## config.mk

```make
export PLATFORM = sky130hd
export DESIGN_NAME = fasta_stream_parser
export DESIGN_NICKNAME = d
export VERILOG_FILES = /design/src/design/fsp_pkg.sv /design/src/design/fasta_stream_parser.sv /design/src/design/fsp_ram.sv /design/src/design/fsp_datapath.sv /design/src/design/fsp_ctrl.sv
export SDC_FILE = /design/constraint.sdc
export NUM_CORES = 1
export LEC_CHECK = 0
export ABC_AREA = 1
export BUFFER_PORTS_ARGS = -buffer_cell sky130_fd_sc_hd__buf_2
export CAP_MARGIN = 20
export CORE_UTILIZATION = 40
export DETAILED_ROUTE_END_ITERATION = 8
export HOLD_SLACK_MARGIN = 0.02
export PLACE_DENSITY = 0.54
export SLEW_MARGIN = 20
export SYNTH_ARGS = -nofsm -noshare
export SYNTH_HDL_FRONTEND = slang
export SYNTH_SLANG_ARGS = --single-unit
```

## constraint.sdc

```tcl
create_clock -name clk_i -period 6.5 [get_ports clk_i]
set_input_delay 0.65 -clock clk_i [delete_from_list [all_inputs] [get_ports clk_i]]
set_output_delay 0.65 -clock clk_i [all_outputs]
set_load 0.01 [all_outputs]
```

## src/design/fsp_pkg.sv

```systemverilog
// Types, codes and character helpers shared by the FASTA stream parser files.
package fsp_pkg;

  localparam int unsigned HELD_DEPTH_DEF = 8;

  localparam logic [7:0] CHAR_TAB   = 8'd9;
  localparam logic [7:0] CHAR_NL    = 8'd10;
  localparam logic [7:0] CHAR_CR    = 8'd13;
  localparam logic [7:0] CHAR_SPACE = 8'd32;
  localparam logic [7:0] CHAR_GT    = 8'h3E;
  localparam logic [7:0] CHAR_LC_A  = 8'h61;
  localparam logic [7:0] CHAR_LC_Z  = 8'h7A;
  localparam logic [7:0] CASE_DELTA = 8'd32;

  typedef enum logic [1:0] {
    KIND_NAME    = 2'd0,
    KIND_SEQ     = 2'd1,
    KIND_REC_END = 2'd2,
    KIND_ERROR   = 2'd3
  } out_kind_e;

  typedef enum logic [2:0] {
    ERR_NONE         = 3'd0,
    ERR_EMPTY_SEQ    = 3'd1,
    ERR_EMPTY_NAME   = 3'd2,
    ERR_ILLEGAL_CHAR = 3'd3,
    ERR_WS_OVERFLOW  = 3'd4
  } err_code_e;

  // Controller to datapath.
  typedef struct packed {
    logic      in_load;
    logic      push;
    out_kind_e kind;
    err_code_e err;
    logic      last;
    logic      from_held;
    logic      seq_inc;
    logic      seq_clr;
    logic      id_inc;
    logic      line_inc;
    logic      line_rst;
    logic      held_wr;
    logic      held_clr;
    logic      flush_start;
    logic      flush_step;
  } fsp_cmd_t;

  // Datapath to controller.
  typedef struct packed {
    logic eoi;
    logic is_nl;
    logic is_blank;
    logic is_space;
    logic is_gt;
    logic seq_ok;
    logic seq_zero;
    logic held_zero;
    logic held_full;
    logic flush_last;
    logic out_free;
  } fsp_status_t;

  function automatic logic is_blank(input logic [7:0] b);
    return (b == CHAR_SPACE) || (b inside {[CHAR_TAB:CHAR_CR]});
  endfunction

  function automatic logic [7:0] upcase(input logic [7:0] b);
    return (b inside {[CHAR_LC_A:CHAR_LC_Z]}) ? (b - CASE_DELTA) : b;
  endfunction

  // Nucleotide alphabet ACGTURYKMSWBDHNX and the gap '-'.
  function automatic logic in_alphabet(input logic [7:0] c);
    logic hit;
    case (c) inside
      8'h41, 8'h43, 8'h47, 8'h54, 8'h55, 8'h52, 8'h59, 8'h4B, 8'h4D,
      8'h53, 8'h57, 8'h42, 8'h44, 8'h48, 8'h4E, 8'h58, 8'h2D: hit = 1'b1;
      default: hit = 1'b0;
    endcase
    return hit;
  endfunction

endpackage

```

## src/design/fasta_stream_parser.sv

```systemverilog
// Timing: a request is registered on accept (S_IDLE) and decided in S_EXEC, which loads the
//   result register; held name whitespace replays first, through S_FLUSH and S_CHAR.
// Throughput: a new byte is accepted only after the last one is decided; held whitespace
//   is replayed from the held RAM one entry per cycle while the result register is free.
// Reset: rst_ni is asynchronous, active low; clears parser state, id to 0, line to 1.
//   The held-whitespace RAM needs no clearing pass.
module fasta_stream_parser #(
  parameter int unsigned HELD_DEPTH = fsp_pkg::HELD_DEPTH_DEF
) (
  input  logic        clk_i,
  input  logic        rst_ni,
  // configuration: first record id
  input  logic        cfg_we_i,
  input  logic [31:0] cfg_wdata_i,
  // input request channel
  input  logic        in_valid_i,
  output logic        in_ready_o,
  input  logic [7:0]  byte_in_i,
  input  logic        end_of_input_i,
  // result channel
  output logic        out_valid_o,
  input  logic        out_ready_i,
  output logic [1:0]  out_kind_o,
  output logic [7:0]  out_char_o,
  output logic [31:0] record_id_o,
  output logic [31:0] seq_length_o,
  output logic [2:0]  error_code_o,
  output logic [31:0] line_number_o,
  output logic        out_last_o
);
  import fsp_pkg::*;

  // The controller tracks where on the line we are (line start, header name,
  // after the name-ending space, sequence, rest of header) plus the sticky
  // error flag. It never looks at data: it sees classified byte status and
  // issues one command bundle per cycle.
  fsp_cmd_t    cmd;
  fsp_status_t status;

  fsp_ctrl u_ctrl (
    .clk_i      (clk_i),
    .rst_ni     (rst_ni),
    .in_valid_i (in_valid_i),
    .in_ready_o (in_ready_o),
    .status_i   (status),
    .cmd_o      (cmd)
  );

  // The datapath owns the request register, sequence/line/id counters, the
  // held-whitespace RAM (tabs and CR/VT/FF inside a name, replayed when the
  // next non-blank byte arrives) and the output register that decouples the two channels.
  fsp_datapath #(
    .HELD_DEPTH (HELD_DEPTH)
  ) u_datapath (
    .clk_i          (clk_i),
    .rst_ni         (rst_ni),
    .byte_in_i      (byte_in_i),
    .end_of_input_i (end_of_input_i),
    .cfg_we_i       (cfg_we_i),
    .cfg_wdata_i    (cfg_wdata_i),
    .cmd_i          (cmd),
    .status_o       (status),
    .out_ready_i    (out_ready_i),
    .out_valid_o    (out_valid_o),
    .out_kind_o     (out_kind_o),
    .out_char_o     (out_char_o),
    .record_id_o    (record_id_o),
    .seq_length_o   (seq_length_o),
    .error_code_o   (error_code_o),
    .line_number_o  (line_number_o),
    .out_last_o     (out_last_o)
  );

endmodule

```

## src/design/fsp_ram.sv

```systemverilog
// Generic single-write, single-read RAM with registered read data.
module fsp_ram #(
  parameter int unsigned WIDTH = 8,
  parameter int unsigned DEPTH = 8,
  localparam int unsigned AW = (DEPTH > 1) ? $clog2(DEPTH) : 1
) (
  input  logic             clk_i,
  input  logic             wr_en_i,
  input  logic [AW-1:0]    wr_addr_i,
  input  logic [WIDTH-1:0] wr_data_i,
  input  logic             rd_en_i,
  input  logic [AW-1:0]    rd_addr_i,
  output logic [WIDTH-1:0] rd_data_o
);

  logic [WIDTH-1:0] mem_q [DEPTH];
  logic [WIDTH-1:0] rd_data_q;

  always_ff @(posedge clk_i) begin
    if (wr_en_i) begin
      mem_q[wr_addr_i] <= wr_data_i;
    end
    if (rd_en_i) begin
      rd_data_q <= mem_q[rd_addr_i];
    end
  end

  assign rd_data_o = rd_data_q;

endmodule

```

## src/design/fsp_datapath.sv

```systemverilog
// Datapath: request register, counters, held-whitespace RAM and result register.
module fsp_datapath #(
  parameter int unsigned HELD_DEPTH = fsp_pkg::HELD_DEPTH_DEF
) (
  input  logic                clk_i,
  input  logic                rst_ni,
  input  logic [7:0]          byte_in_i,
  input  logic                end_of_input_i,
  input  logic                cfg_we_i,
  input  logic [31:0]         cfg_wdata_i,
  input  fsp_pkg::fsp_cmd_t   cmd_i,
  output fsp_pkg::fsp_status_t status_o,
  input  logic                out_ready_i,
  output logic                out_valid_o,
  output logic [1:0]          out_kind_o,
  output logic [7:0]          out_char_o,
  output logic [31:0]         record_id_o,
  output logic [31:0]         seq_length_o,
  output logic [2:0]          error_code_o,
  output logic [31:0]         line_number_o,
  output logic                out_last_o
);
  import fsp_pkg::*;

  localparam int unsigned AW = (HELD_DEPTH > 1) ? $clog2(HELD_DEPTH) : 1;
  localparam int unsigned CW = $clog2(HELD_DEPTH + 1);

  logic [7:0]    byte_q;
  logic          eoi_q;
  logic [31:0]   seq_count_q, seq_count_d;
  logic [31:0]   current_id_q, current_id_d;
  logic [31:0]   line_count_q, line_count_d;
  logic [CW-1:0] held_count_q, held_count_d;
  logic [CW-1:0] flush_idx_q, flush_idx_d;
  logic [CW-1:0] next_idx;
  logic          out_valid_q, out_valid_d;
  logic [1:0]    out_kind_q;
  logic [7:0]    out_char_q;
  logic [31:0]   record_id_q;
  logic [31:0]   seq_length_q;
  logic [2:0]    error_code_q;
  logic [31:0]   line_number_q;
  logic          out_last_q;
  logic [7:0]    upper;
  logic [7:0]    held_rd;
  logic [7:0]    char_sel;
  logic          out_free;
  logic          rd_en;
  logic [AW-1:0] rd_addr;

  assign upper    = upcase(byte_q);
  assign out_free = !out_valid_q || out_ready_i;
  assign next_idx = flush_idx_q + CW'(1);

  assign status_o.eoi        = eoi_q;
  assign status_o.is_nl      = (byte_q == CHAR_NL);
  assign status_o.is_blank   = is_blank(byte_q);
  assign status_o.is_space   = (byte_q == CHAR_SPACE);
  assign status_o.is_gt      = (byte_q == CHAR_GT);
  assign status_o.seq_ok     = in_alphabet(upper);
  assign status_o.seq_zero   = (seq_count_q == '0);
  assign status_o.held_zero  = (held_count_q == '0);
  assign status_o.held_full  = (held_count_q == CW'(HELD_DEPTH));
  assign status_o.flush_last = (next_idx == held_count_q);
  assign status_o.out_free   = out_free;

  // Read address 0 on flush start, then walk forward one entry per emitted byte.
  assign rd_en   = cmd_i.flush_start || cmd_i.flush_step;
  assign rd_addr = cmd_i.flush_start ? '0 : next_idx[AW-1:0];

  fsp_ram #(
    .WIDTH (8),
    .DEPTH (HELD_DEPTH)
  ) u_held_ram (
    .clk_i     (clk_i),
    .wr_en_i   (cmd_i.held_wr),
    .wr_addr_i (held_count_q[AW-1:0]),
    .wr_data_i (byte_q),
    .rd_en_i   (rd_en),
    .rd_addr_i (rd_addr),
    .rd_data_o (held_rd)
  );

  always_comb begin
    seq_count_d = seq_count_q;
    if (cmd_i.seq_clr) begin
      seq_count_d = '0;
    end else if (cmd_i.seq_inc && (seq_count_q != '1)) begin
      seq_count_d = seq_count_q + 32'd1;
    end

    current_id_d = current_id_q;
    if (cfg_we_i) begin
      current_id_d = cfg_wdata_i;
    end else if (cmd_i.id_inc) begin
      current_id_d = current_id_q + 32'd1;
    end

    line_count_d = line_count_q;
    if (cmd_i.line_rst) begin
      line_count_d = 32'd1;
    end else if (cmd_i.line_inc && (line_count_q != '1)) begin
      line_count_d = line_count_q + 32'd1;
    end

    held_count_d = held_count_q;
    if (cmd_i.held_clr) begin
      held_count_d = '0;
    end else if (cmd_i.held_wr) begin
      held_count_d = held_count_q + CW'(1);
    end

    flush_idx_d = flush_idx_q;
    if (cmd_i.flush_start) begin
      flush_idx_d = '0;
    end else if (cmd_i.flush_step) begin
      flush_idx_d = next_idx;
    end

    out_valid_d = out_valid_q;
    if (cmd_i.push) begin
      out_valid_d = 1'b1;
    end else if (out_ready_i) begin
      out_valid_d = 1'b0;
    end

    case (cmd_i.kind)
      KIND_NAME: char_sel = cmd_i.from_held ? held_rd : byte_q;
      KIND_SEQ:  char_sel = upper;
      default:   char_sel = '0;
    endcase
  end

  always_ff @(posedge clk_i or negedge rst_ni) begin
    if (!rst_ni) begin
      seq_count_q  <= '0;
      current_id_q <= '0;
      line_count_q <= 32'd1;
      held_count_q <= '0;
      flush_idx_q  <= '0;
      out_valid_q  <= 1'b0;
    end else begin
      seq_count_q  <= seq_count_d;
      current_id_q <= current_id_d;
      line_count_q <= line_count_d;
      held_count_q <= held_count_d;
      flush_idx_q  <= flush_idx_d;
      out_valid_q  <= out_valid_d;
    end
  end

  always_ff @(posedge clk_i) begin
    if (cmd_i.in_load) begin
      byte_q <= byte_in_i;
      eoi_q  <= end_of_input_i;
    end
    if (cmd_i.push) begin
      out_kind_q    <= cmd_i.kind;
      out_char_q    <= char_sel;
      record_id_q   <= current_id_q;
      seq_length_q  <= (cmd_i.kind == KIND_REC_END) ? seq_count_q : '0;
      error_code_q  <= cmd_i.err;
      line_number_q <= line_count_q;
      out_last_q    <= cmd_i.last;
    end
  end

  assign out_valid_o   = out_valid_q;
  assign out_kind_o    = out_kind_q;
  assign out_char_o    = out_char_q;
  assign record_id_o   = record_id_q;
  assign seq_length_o  = seq_length_q;
  assign error_code_o  = error_code_q;
  assign line_number_o = line_number_q;
  assign out_last_o    = out_last_q;

endmodule

```

## src/design/fsp_ctrl.sv

```systemverilog
// Controller: request sequencing, line phase tracking and result commands.
module fsp_ctrl (
  input  logic                 clk_i,
  input  logic                 rst_ni,
  input  logic                 in_valid_i,
  output logic                 in_ready_o,
  input  fsp_pkg::fsp_status_t status_i,
  output fsp_pkg::fsp_cmd_t    cmd_o
);
  import fsp_pkg::*;

  typedef enum logic [1:0] {
    S_IDLE,
    S_EXEC,
    S_FLUSH,
    S_CHAR
  } state_e;

  typedef enum logic [2:0] {
    PH_START,
    PH_NAME,
    PH_AFTER_SPACE,
    PH_SEQ,
    PH_SKIP
  } phase_e;

  state_e state_q, state_d;
  phase_e phase_q, phase_d;
  logic   header_seen_q, header_seen_d;
  logic   name_nonempty_q, name_nonempty_d;
  logic   trail_q, trail_d;
  logic   err_q, err_d;
  logic   flush_name_q, flush_name_d;
  logic   name_err;

  assign in_ready_o = (state_q == S_IDLE);

  // Header line closed without a single name character.
  assign name_err = ((phase_q == PH_NAME) || (phase_q == PH_AFTER_SPACE) ||
                     (phase_q == PH_SKIP)) && !name_nonempty_q;

  always_comb begin
    cmd_o           = '0;
    cmd_o.kind      = KIND_NAME;
    cmd_o.err       = ERR_NONE;
    state_d         = state_q;
    phase_d         = phase_q;
    header_seen_d   = header_seen_q;
    name_nonempty_d = name_nonempty_q;
    trail_d         = trail_q;
    err_d           = err_q;
    flush_name_d    = flush_name_q;

    case (state_q)
      S_IDLE: begin
        if (in_valid_i) begin
          cmd_o.in_load = 1'b1;
          state_d       = S_EXEC;
        end
      end

      S_EXEC: begin
        if (err_q) begin
          state_d = S_IDLE;
        end else if (status_i.eoi) begin
          if (status_i.out_free) begin
            cmd_o.push = 1'b1;
            cmd_o.last = 1'b1;
            if (name_err) begin
              cmd_o.kind = KIND_ERROR;
              cmd_o.err  = ERR_EMPTY_NAME;
              err_d      = 1'b1;
            end else if (status_i.seq_zero) begin
              cmd_o.kind = KIND_ERROR;
              cmd_o.err  = ERR_EMPTY_SEQ;
              err_d      = 1'b1;
            end else begin
              cmd_o.kind   = KIND_REC_END;
              cmd_o.id_inc = 1'b1;
            end
            cmd_o.held_clr  = 1'b1;
            cmd_o.seq_clr   = 1'b1;
            cmd_o.line_rst  = 1'b1;
            phase_d         = PH_START;
            trail_d         = 1'b0;
            header_seen_d   = 1'b0;
            name_nonempty_d = 1'b0;
            state_d         = S_IDLE;
          end
        end else if (status_i.is_nl) begin
          if (!name_err || status_i.out_free) begin
            if (name_err) begin
              cmd_o.push = 1'b1;
              cmd_o.last = 1'b1;
              cmd_o.kind = KIND_ERROR;
              cmd_o.err  = ERR_EMPTY_NAME;
              err_d      = 1'b1;
            end
            cmd_o.held_clr = 1'b1;
            cmd_o.line_inc = 1'b1;
            phase_d        = PH_START;
            trail_d        = 1'b0;
            state_d        = S_IDLE;
          end
        end else begin
          case (phase_q)
            PH_START: begin
              if (status_i.is_blank) begin
                state_d = S_IDLE;
              end else if (status_i.is_gt) begin
                if (!header_seen_q || status_i.out_free) begin
                  if (header_seen_q) begin
                    cmd_o.push = 1'b1;
                    cmd_o.last = 1'b1;
                    if (status_i.seq_zero) begin
                      cmd_o.kind = KIND_ERROR;
                      cmd_o.err  = ERR_EMPTY_SEQ;
                      err_d      = 1'b1;
                    end else begin
                      cmd_o.kind    = KIND_REC_END;
                      cmd_o.id_inc  = 1'b1;
                      cmd_o.seq_clr = 1'b1;
                    end
                  end
                  cmd_o.held_clr  = 1'b1;
                  header_seen_d   = 1'b1;
                  name_nonempty_d = 1'b0;
                  phase_d         = PH_NAME;
                  state_d         = S_IDLE;
                end
              end else if (status_i.out_free) begin
                cmd_o.push = 1'b1;
                cmd_o.last = 1'b1;
                if (status_i.seq_ok) begin
                  cmd_o.kind    = KIND_SEQ;
                  cmd_o.seq_inc = 1'b1;
                end else begin
                  cmd_o.kind = KIND_ERROR;
                  cmd_o.err  = ERR_ILLEGAL_CHAR;
                  err_d      = 1'b1;
                end
                phase_d = PH_SEQ;
                state_d = S_IDLE;
              end
            end

            PH_NAME: begin
              if (status_i.is_space) begin
                phase_d = status_i.held_zero ? PH_SKIP : PH_AFTER_SPACE;
                state_d = S_IDLE;
              end else if (status_i.is_blank) begin
                if (!status_i.held_full) begin
                  cmd_o.held_wr = 1'b1;
                  state_d       = S_IDLE;
                end else if (status_i.out_free) begin
                  cmd_o.push = 1'b1;
                  cmd_o.last = 1'b1;
                  cmd_o.kind = KIND_ERROR;
                  cmd_o.err  = ERR_WS_OVERFLOW;
                  err_d      = 1'b1;
                  state_d    = S_IDLE;
                end
              end else if (status_i.held_zero) begin
                if (status_i.out_free) begin
                  cmd_o.push      = 1'b1;
                  cmd_o.last      = 1'b1;
                  cmd_o.kind      = KIND_NAME;
                  name_nonempty_d = 1'b1;
                  state_d         = S_IDLE;
                end
              end else begin
                cmd_o.flush_start = 1'b1;
                flush_name_d      = 1'b1;
                state_d           = S_FLUSH;
              end
            end

            PH_AFTER_SPACE: begin
              if (status_i.is_blank) begin
                state_d = S_IDLE;
              end else begin
                cmd_o.flush_start = 1'b1;
                flush_name_d      = 1'b0;
                state_d           = S_FLUSH;
              end
            end

            PH_SEQ: begin
              if (status_i.is_blank) begin
                trail_d = 1'b1;
                state_d = S_IDLE;
              end else if (status_i.out_free) begin
                cmd_o.push = 1'b1;
                cmd_o.last = 1'b1;
                if (trail_q || !status_i.seq_ok) begin
                  cmd_o.kind = KIND_ERROR;
                  cmd_o.err  = ERR_ILLEGAL_CHAR;
                  err_d      = 1'b1;
                end else begin
                  cmd_o.kind    = KIND_SEQ;
                  cmd_o.seq_inc = 1'b1;
                end
                state_d = S_IDLE;
              end
            end

            default: begin
              state_d = S_IDLE;
            end
          endcase
        end
      end

      S_FLUSH: begin
        if (status_i.out_free) begin
          cmd_o.push      = 1'b1;
          cmd_o.kind      = KIND_NAME;
          cmd_o.from_held = 1'b1;
          cmd_o.last      = status_i.flush_last && !flush_name_q;
          if (status_i.flush_last) begin
            cmd_o.held_clr  = 1'b1;
            name_nonempty_d = 1'b1;
            if (flush_name_q) begin
              state_d = S_CHAR;
            end else begin
              phase_d = PH_SKIP;
              state_d = S_IDLE;
            end
          end else begin
            cmd_o.flush_step = 1'b1;
          end
        end
      end

      S_CHAR: begin
        if (status_i.out_free) begin
          cmd_o.push = 1'b1;
          cmd_o.last = 1'b1;
          cmd_o.kind = KIND_NAME;
          state_d    = S_IDLE;
        end
      end

      default: begin
        state_d = S_IDLE;
      end
    endcase
  end

  always_ff @(posedge clk_i or negedge rst_ni) begin
    if (!rst_ni) begin
      state_q         <= S_IDLE;
      phase_q         <= PH_START;
      header_seen_q   <= 1'b0;
      name_nonempty_q <= 1'b0;
      trail_q         <= 1'b0;
      err_q           <= 1'b0;
      flush_name_q    <= 1'b0;
    end else begin
      state_q         <= state_d;
      phase_q         <= phase_d;
      header_seen_q   <= header_seen_d;
      name_nonempty_q <= name_nonempty_d;
      trail_q         <= trail_d;
      err_q           <= err_d;
      flush_name_q    <= flush_name_d;
    end
  end

endmodule

```

Word level (Yosys, flattened, before mapping)
Memory sizes are Yosys's and may differ from the RTL's. A register that Yosys moved wholly into a read port is not among the register bits.
Index checks and enable logic that the tools add are counted.
{"block": "classes", "addsub": 6, "n_bitwise": 4, "n_lt_le_gt_ge": 4, "muxes": 195, "eq_ne": 64, "n_reduce_logical": 47}
{"op": "$mux 32", "n": 6}
{"op": "$eq 8x7->1 const B", "n": 16}
{"op": "$mux 7", "n": 16}
{"op": "$mux 1", "n": 98}
{"op": "$add 32x1->32 const B", "n": 3}
{"op": "$ne 32x32->1 const B", "n": 2}
{"op": "$mux 3", "n": 21}
{"op": "$mux 2", "n": 30}
{"op": "$logic_not 32->1", "n": 1}
{"op": "$eq 8x6->1 const B", "n": 3}
{"op": "$mux 8", "n": 3}
{"op": "$reduce_bool 2->1", "n": 11}
{"op": "$pmux 7 s3", "n": 1}
{"op": "$pmux 3 s2", "n": 3}
{"op": "$reduce_or 17->1", "n": 1}
{"op": "$mux 4", "n": 4}
{"op": "$ne 2x2->1 const B", "n": 8}
{"op": "$ne 4x2->1 const B", "n": 4}
{"op": "$ne 4x3->1 const B", "n": 4}
{"op": "$pmux 2 s4", "n": 2}
{"op": "$pmux 8 s2", "n": 1}
{"op": "$ne 5x4->1 const B", "n": 3}
{"op": "$reduce_and 14->1", "n": 1}
{"op": "$pmux 1 s2", "n": 6}
{"op": "39 further kinds", "n": 72}
{"block": "word_totals", "memories": 1, "inputBits": 46, "mem_bits_rw": 64, "out_inout_bits": 112, "register_bits": 234, "word_cells": 343}
{"memory": "u_datapath.u_held_ram.mem_q", "words": 8, "word_bits": 8, "read_ports": 1, "rd_ports_with_merged_regs": 1, "wr": 1, "line": "fsp_ram.sv:16", "rtl": "logic [WIDTH-1:0] mem_q [DEPTH];"}

Logic depth before layout (Yosys ltp)
{"block": "depth", "depth_word": 19, "ltp_mapped": 18}

By module
From an unflattened synthesis, not the netlist that was laid out.
{"block": "unflattened", "hier_cells": 1839, "hier_area_um2": 15768.9}
{"mod": "fsp_datapath", "cells_each": 1293, "area_per_inst_um2": 11209.5, "n_inst": 1, "seq_area_each_um2": 6202.2}
{"mod": "fsp_ram", "cells_each": 303, "area_per_inst_um2": 3130.5, "n_inst": 1, "seq_area_each_um2": 2162.1}
{"mod": "fsp_ctrl", "cells_each": 243, "area_per_inst_um2": 1428.9, "n_inst": 1, "seq_area_each_um2": 250.2}

Worst setup path after synthesis
OpenSTA, ideal clock, no wires.
{"block": "synth_path", "path_type": "register -> register", "from": "reg u_ctrl.state_q[1]", "to": "reg u_datapath.error_code_q[0] (netlist: u_datapath.error_code_o[0]) (enable)", "stages_incl_launch_ff": 11, "slack_ns": 2.212, "setup_ns": 0.464, "synth_period_minus_slack_ns": 4.288, "arrival_ns": 3.825, "cell_sequence": "dfrtp_1 > inv_1 > ha_1 > inv_2 > nor2_1 > inv_1 > nor2_1 > a21oi_1 > nand3_1 > nand2_1 > inv_1"}
{"element": "start: declaration", "line": "fsp_ctrl.sv:27", "rtl": "state_e state_q, state_d;"}
{"element": "start signal: assignment", "line": "fsp_ctrl.sv:260", "rtl": "state_q <= state_d;"}
{"element": "end signal: assignment", "line": "fsp_datapath.sv:162", "rtl": "error_code_q <= cmd_i.err;"}
{"element": "end: declaration", "line": "fsp_datapath.sv:41", "rtl": "logic [2:0] error_code_q;"}

Final worst setup path
{"block": "layout_path", "from": "reg u_datapath.byte_q[3]", "to": "reg u_datapath.current_id_q[1]"}
{"block": "layout_between", "elab_chain_cells": 10, "word_cells_on_any_way": 15, "classes_between": "order compare: 2; eq/ne: 3; mux: 7; reduce/logical: 3"}
{"element": "start: declaration", "line": "fsp_datapath.sv:28", "rtl": "logic [7:0] byte_q;"}
{"element": "start signal: assignment", "line": "fsp_datapath.sv:154", "rtl": "byte_q <= byte_in_i;"}
{"element": "$ge 8x4->1 or $le 8x4->1 (tied branches)", "line": "fsp_pkg.sv:65", "rtl": "return (b == CHAR_SPACE) || (b inside {[CHAR_TAB:CHAR_CR]});"}
{"element": "$logic_and 1x1->1", "line": "fsp_pkg.sv:65"}
{"element": "$logic_or 1x1->1", "line": "fsp_pkg.sv:65"}
{"element": "$mux 3", "line": "fsp_ctrl.sv:108", "rtl": "if (status_i.is_blank) begin"}
{"element": "$mux 2", "line": "fsp_ctrl.sv:106", "rtl": "case (phase_q)"}
{"element": "$mux 3 (*)", "line": "fsp_ctrl.sv:90", "rtl": "end else if (status_i.is_nl) begin"}
{"element": "$mux 2 (*)", "line": "fsp_ctrl.sv:65", "rtl": "end else if (status_i.eoi) begin"}
{"element": "$mux 8 (*)", "line": "fsp_ctrl.sv:63", "rtl": "if (err_q) begin"}
{"element": "$mux 6 (*)", "line": "fsp_ctrl.sv:54", "rtl": "case (state_q)"}
{"element": "$reduce_bool 2->1 (no source line) (*)"}
{"element": "end signal: assignment", "line": "fsp_datapath.sv:144", "rtl": "current_id_q <= current_id_d;"}
{"element": "end: declaration", "line": "fsp_datapath.sv:31", "rtl": "logic [31:0] current_id_q, current_id_d;"}
Every way passes the cells marked *; elsewhere a longest branch is shown, timed or not.
A chain may end at the register's enable or synchronous reset.

==> reports/results.tsv <==
stage	metric	value	unit
clocking	buffer_levels_on_the_longest_clock_path	3	
min_path	timing.hold.worst.class	in -> async	
job	maxCapViolations	0	
worst_setup_path	cp_max_fo	47	
worst_setup_path	cp_top_family	simple AND/OR/NAND/NOR gates	
timing	skew	0.0208	ns
timing	finalCritPeriodShare	0.610	
worst_setup_path	r2r.worst_path.cells	12	
timing	slew_headroom	0.285	
floorplan	die_outline_area	0.0391	sq mm
clocking	cts_sinks	306	
clocking	post_cts_buffers	0	
floorplan	num_io_pins	158	
place	place.gp.congestion	0.935	
worst_setup_path	worstReg2RegStart	u_datapath.byte_q[3]$_DFFE_PP_	
global_route	grt_pass1_vias	11700	
worst_setup_path	critical_path.endpoint_type	flip-flop	
worst_setup_path	arrival	4.39	ns
clocking	cts-buffers-inserted	35	
timing	rsz0062_at_grt	no	
yosys	top_cell_type_by_total_area_after_synthesis	edfxtp_1	
yosys	synth_seq_cells	306	
global_route	grt_max_degree	66	
worst_setup_path	critical_path.n_buffers_inverters	3	
finish	drive_gt1_frac	0.162	
clocking	ctsHtreeMaxLevel	2	
yosys	synth_async_sr_flop_share	0.376	
global_route	antenna_found_initial	0	
worst_setup_path	cpPeakStageDelay	0.74	ns
timing	setup_total_negative_slack	0	ns
global_route	global_route.overflow_total	0	
clocking	post_cts_resized	0	
pwr	power_density	270	mW/mm^2
yosys	yosys.area.top_type_share	0.374	
floorplan	die-width	198	um
floorplan	row_count	71	
worst_setup_path	regToRegEndpoint	u_datapath.current_id_q[1]$_DFFE_PN0P_	
clocking	post_cts_hold_buffer_count	0	
worst_setup_path	worstSetupStartpointType	flip-flop	
yosys	yosysMostFrequentCell	nand2_1	
worst_setup_path	crit_start	u_datapath.byte_q[3]$_DFFE_PP_	
yosys	synth-xor-area-share	0.0389	
pwr	total_leakage_power	7.88	nW
yosys	most_frequent_cells_after_synthesis	nand2_1, edfxtp_1, inv_1	
yosys	synth_edf_count	191	
timing	worst_slew_pin_slew	1.07	ns
detailed_routing	detailed_route_via_count	12000	
detailed_routing	number_of_design_rule_violations_left_by_the_first_detailed_router_iteration	806	
yosys	netlist_area	0.0153	sq mm
worst_setup_path	required_time_of_the_critical_path	6.92	ns
place	place_hpwl	27600	um
worst_setup_path	critical_path.endpoint	u_datapath.current_id_q[1]$_DFFE_PN0P_	
timing	setup_viol	0	
clocking	cts.reportedPaths.clkPinSlew	0.06	ns
yosys	yosys.area_share.simple	0.235	
global_route	grtUsageTotal	0.205	
worst_setup_path	worst-path-stages	12	
worst_setup_path	crit_path_top_delay_cell	nand2_2	
yosys	combinational_family_with_the_most_area_after_synthesis	simple AND/OR/NAND/NOR gates	
worst_setup_path	regToRegSetupSlack	2.53	ns
yosys	synth.mux.area_fraction	0	
timing	whs	0.218	ns
yosys	yosysWarningCount	0	
timing	maxSlewViolCount	0	
global_route	grt_pass1_wl	62700	um
timing	fmax	252	MHz
floorplan	core_area	0.0377	sq mm
status	run_status	finished clean	
clocking	cts_tree	done	
timing	layout_min_cycle_time	3.97	ns
detailed_routing	drt_pre_antenna_iters	5	
worst_setup_path	crit_chain	nand2_1 > inv_1 > nand4_2 > clkinv_1 > nand4_2 > a21oi_2 > o21ai_4 > inv_2 > nand2_1 > nand2_2 > o21ai_0 > o21a_1	
clocking	clk_latency	0.54	ns
yosys	share_of_the_yosys_chip_area_belonging_to_registers	0.562	
detailed_routing	final_antenna_net_count	0	
yosys	post_synth_inst_count	1660	
floorplan	die_span_in_y	198	um
place	buffers_on_ports	157	
yosys	synth-adder-area-share	0.0114	
detailed_routing	post_drt_via_cell_ratio	5.10	
detailed_routing	route.detailed.drc	0	
pwr	power.ir.vdd_worst	0.000266	V
finish	num-nets-final	1868	
worst_setup_path	critical_path_class	reg -> reg	
detailed_routing	detail_route.wl_per_cell	16.7	um
yosys	syn_area_per_cell	9.23	sq um
detailed_routing	detail_route.wirelength	39200	um
yosys	syn_nets	1720	
timing	finalHoldViolCount	0	
floorplan	initial_utilization	0.407	
yosys	synth_top_cells_by_area	edfxtp_1, dfrtp_1, nand2_1	
yosys	netlist-cell-type-count	50	
yosys	synth_compound_gate_area_share	0.0911	
clocking	cts.root.buffer_cell	clkbuf_16	
finish	area_delta_synth_final	15.6	%
finish	n_antenna_cell	0	
yosys	synth_flop_cell	edfxtp_1	
[cell usage in the layout, fill, tap and decap left out, types with 3 or more instances in the layout]
cell type,instances
o22ai_1,9
nor4_1,16
clkbuf_8,3
nor2_1,162
dfrtp_1,114
bufinv_16,4
edfxtp_1,191
o31ai_1,11
nand2_2,8
clkbuf_16,37
o21ai_1,17
nand2_1,371
clkinv_1,9
o211ai_1,16
nor2_2,33
nand3_1,86
buf_4,6
inv_1,165
a21oi_1,41
xor2_1,61
nand3_2,3
nand2_4,3
ha_1,14
nor2_4,4
clkbuf_1,6
o211ai_2,3
inv_2,6
o2111ai_1,10
buf_2,156
nor3_2,6
or2_2,10
o21ai_0,117
nor3_1,48
nand4_1,44
clkinv_2,7
o21a_1,3
nor3b_1,5
a31oi_1,3
xnor2_1,7
[worst reg2reg max path, delay by kind of cell (launching register included)]
family	cells	cell delay (ns)
AOI/OAI and AO/OA	4	0.67
and+or+nand+nor	5	1.73
DFF	1	0.67
buffers and inverters	3	0.81
[layout make-up]
class | instances | area, sq um
fill | 3700 | 20000
sequential | 306 | 8610
multi-input combinational | 1128 | 5800
clock buffer | 46 | 990
timing repair buffer | 162 | 826
inverter | 175 | 659
tap | 511 | 639
clock inverter | 17 | 178
[stage by stage]
stage | cells | util | power [mW] | area, sq um | setup slack (ns)
after detailed placement | 2282 | 0.439 | 2.82 | 16500 | 2.53
after floorplan | 1660 | - | 2.63 | 15300 | 2.21
after global placement | 2282 | 0.439 | 2.82 | 16500 | 2.62
final | 2345 | 0.470 | 4.78 | 17700 | 2.53
after CTS | 2345 | 0.470 | 4.84 | 17700 | 2.53
after global routing | 2345 | 0.470 | 4.99 | 17700 | 2.17
[layer usage]
metal | global-route usage | share of wire | wire length, um | vias up
met5 | 0 | 0 | 0 | -
met4 | 0.0672 | 0.026 | 1030 | 0
met3 | 0.0349 | 0.045 | 1750 | 74
met2 | 0.338 | 0.47 | 18600 | 296
met1 | 0.275 | 0.45 | 17800 | 5669
li1 | - | - | - | 5932
[sequential cells by signal (all words and copies together), names as in the netlist, 32 cells and up]
signal,flops
u_datapath.record_id_o,32
u_datapath.u_held_ram.mem_q,64
u_datapath.line_count_q,32
u_datapath.seq_length_o,32
u_datapath.seq_count_q,32
u_datapath.line_number_o,32
u_datapath.current_id_q,32
[worst min-delay path by stage]
stage	cells past startpoint	slack, ns	to
6_report	1	0.22	u_datapath.seq_count_q[13]$_DFFE_PN0P_
5_1_grt	1	0.27	u_datapath.byte_q[5]$_DFFE_PP_
4_1_cts	1	0.24	u_datapath.seq_count_q[13]$_DFFE_PN0P_
3_5_place_dp	0	0.44	u_datapath.record_id_o[16]$_DFFE_PP_
3_3_place_gp	0	0.44	u_datapath.record_id_o[16]$_DFFE_PP_
2_1_floorplan	0	0.35	u_ctrl.err_q$_DFFE_PN0P_
[kinds of logic (layout without fill, tap and decap cells)]
group | after synthesis | count (layout)
buf+inv | 226 | 400
flops | 306 | 306
xor+xnor | 68 | 68
simple gates | 806 | 806
compound gates | 240 | 240
fa+ha+maj | 14 | 14
[power by group]
group / switching (mW) / internal [mW] / leakage (nW)
logic: 0.382 / 0.172 / 4.14
clock network: 0.770 / 1.23 / 0.578
registers: 0.0851 / 2.15 / 3.16
total: 1.24 / 3.54 / 7.88
Power figures use the tool's default switching activity.
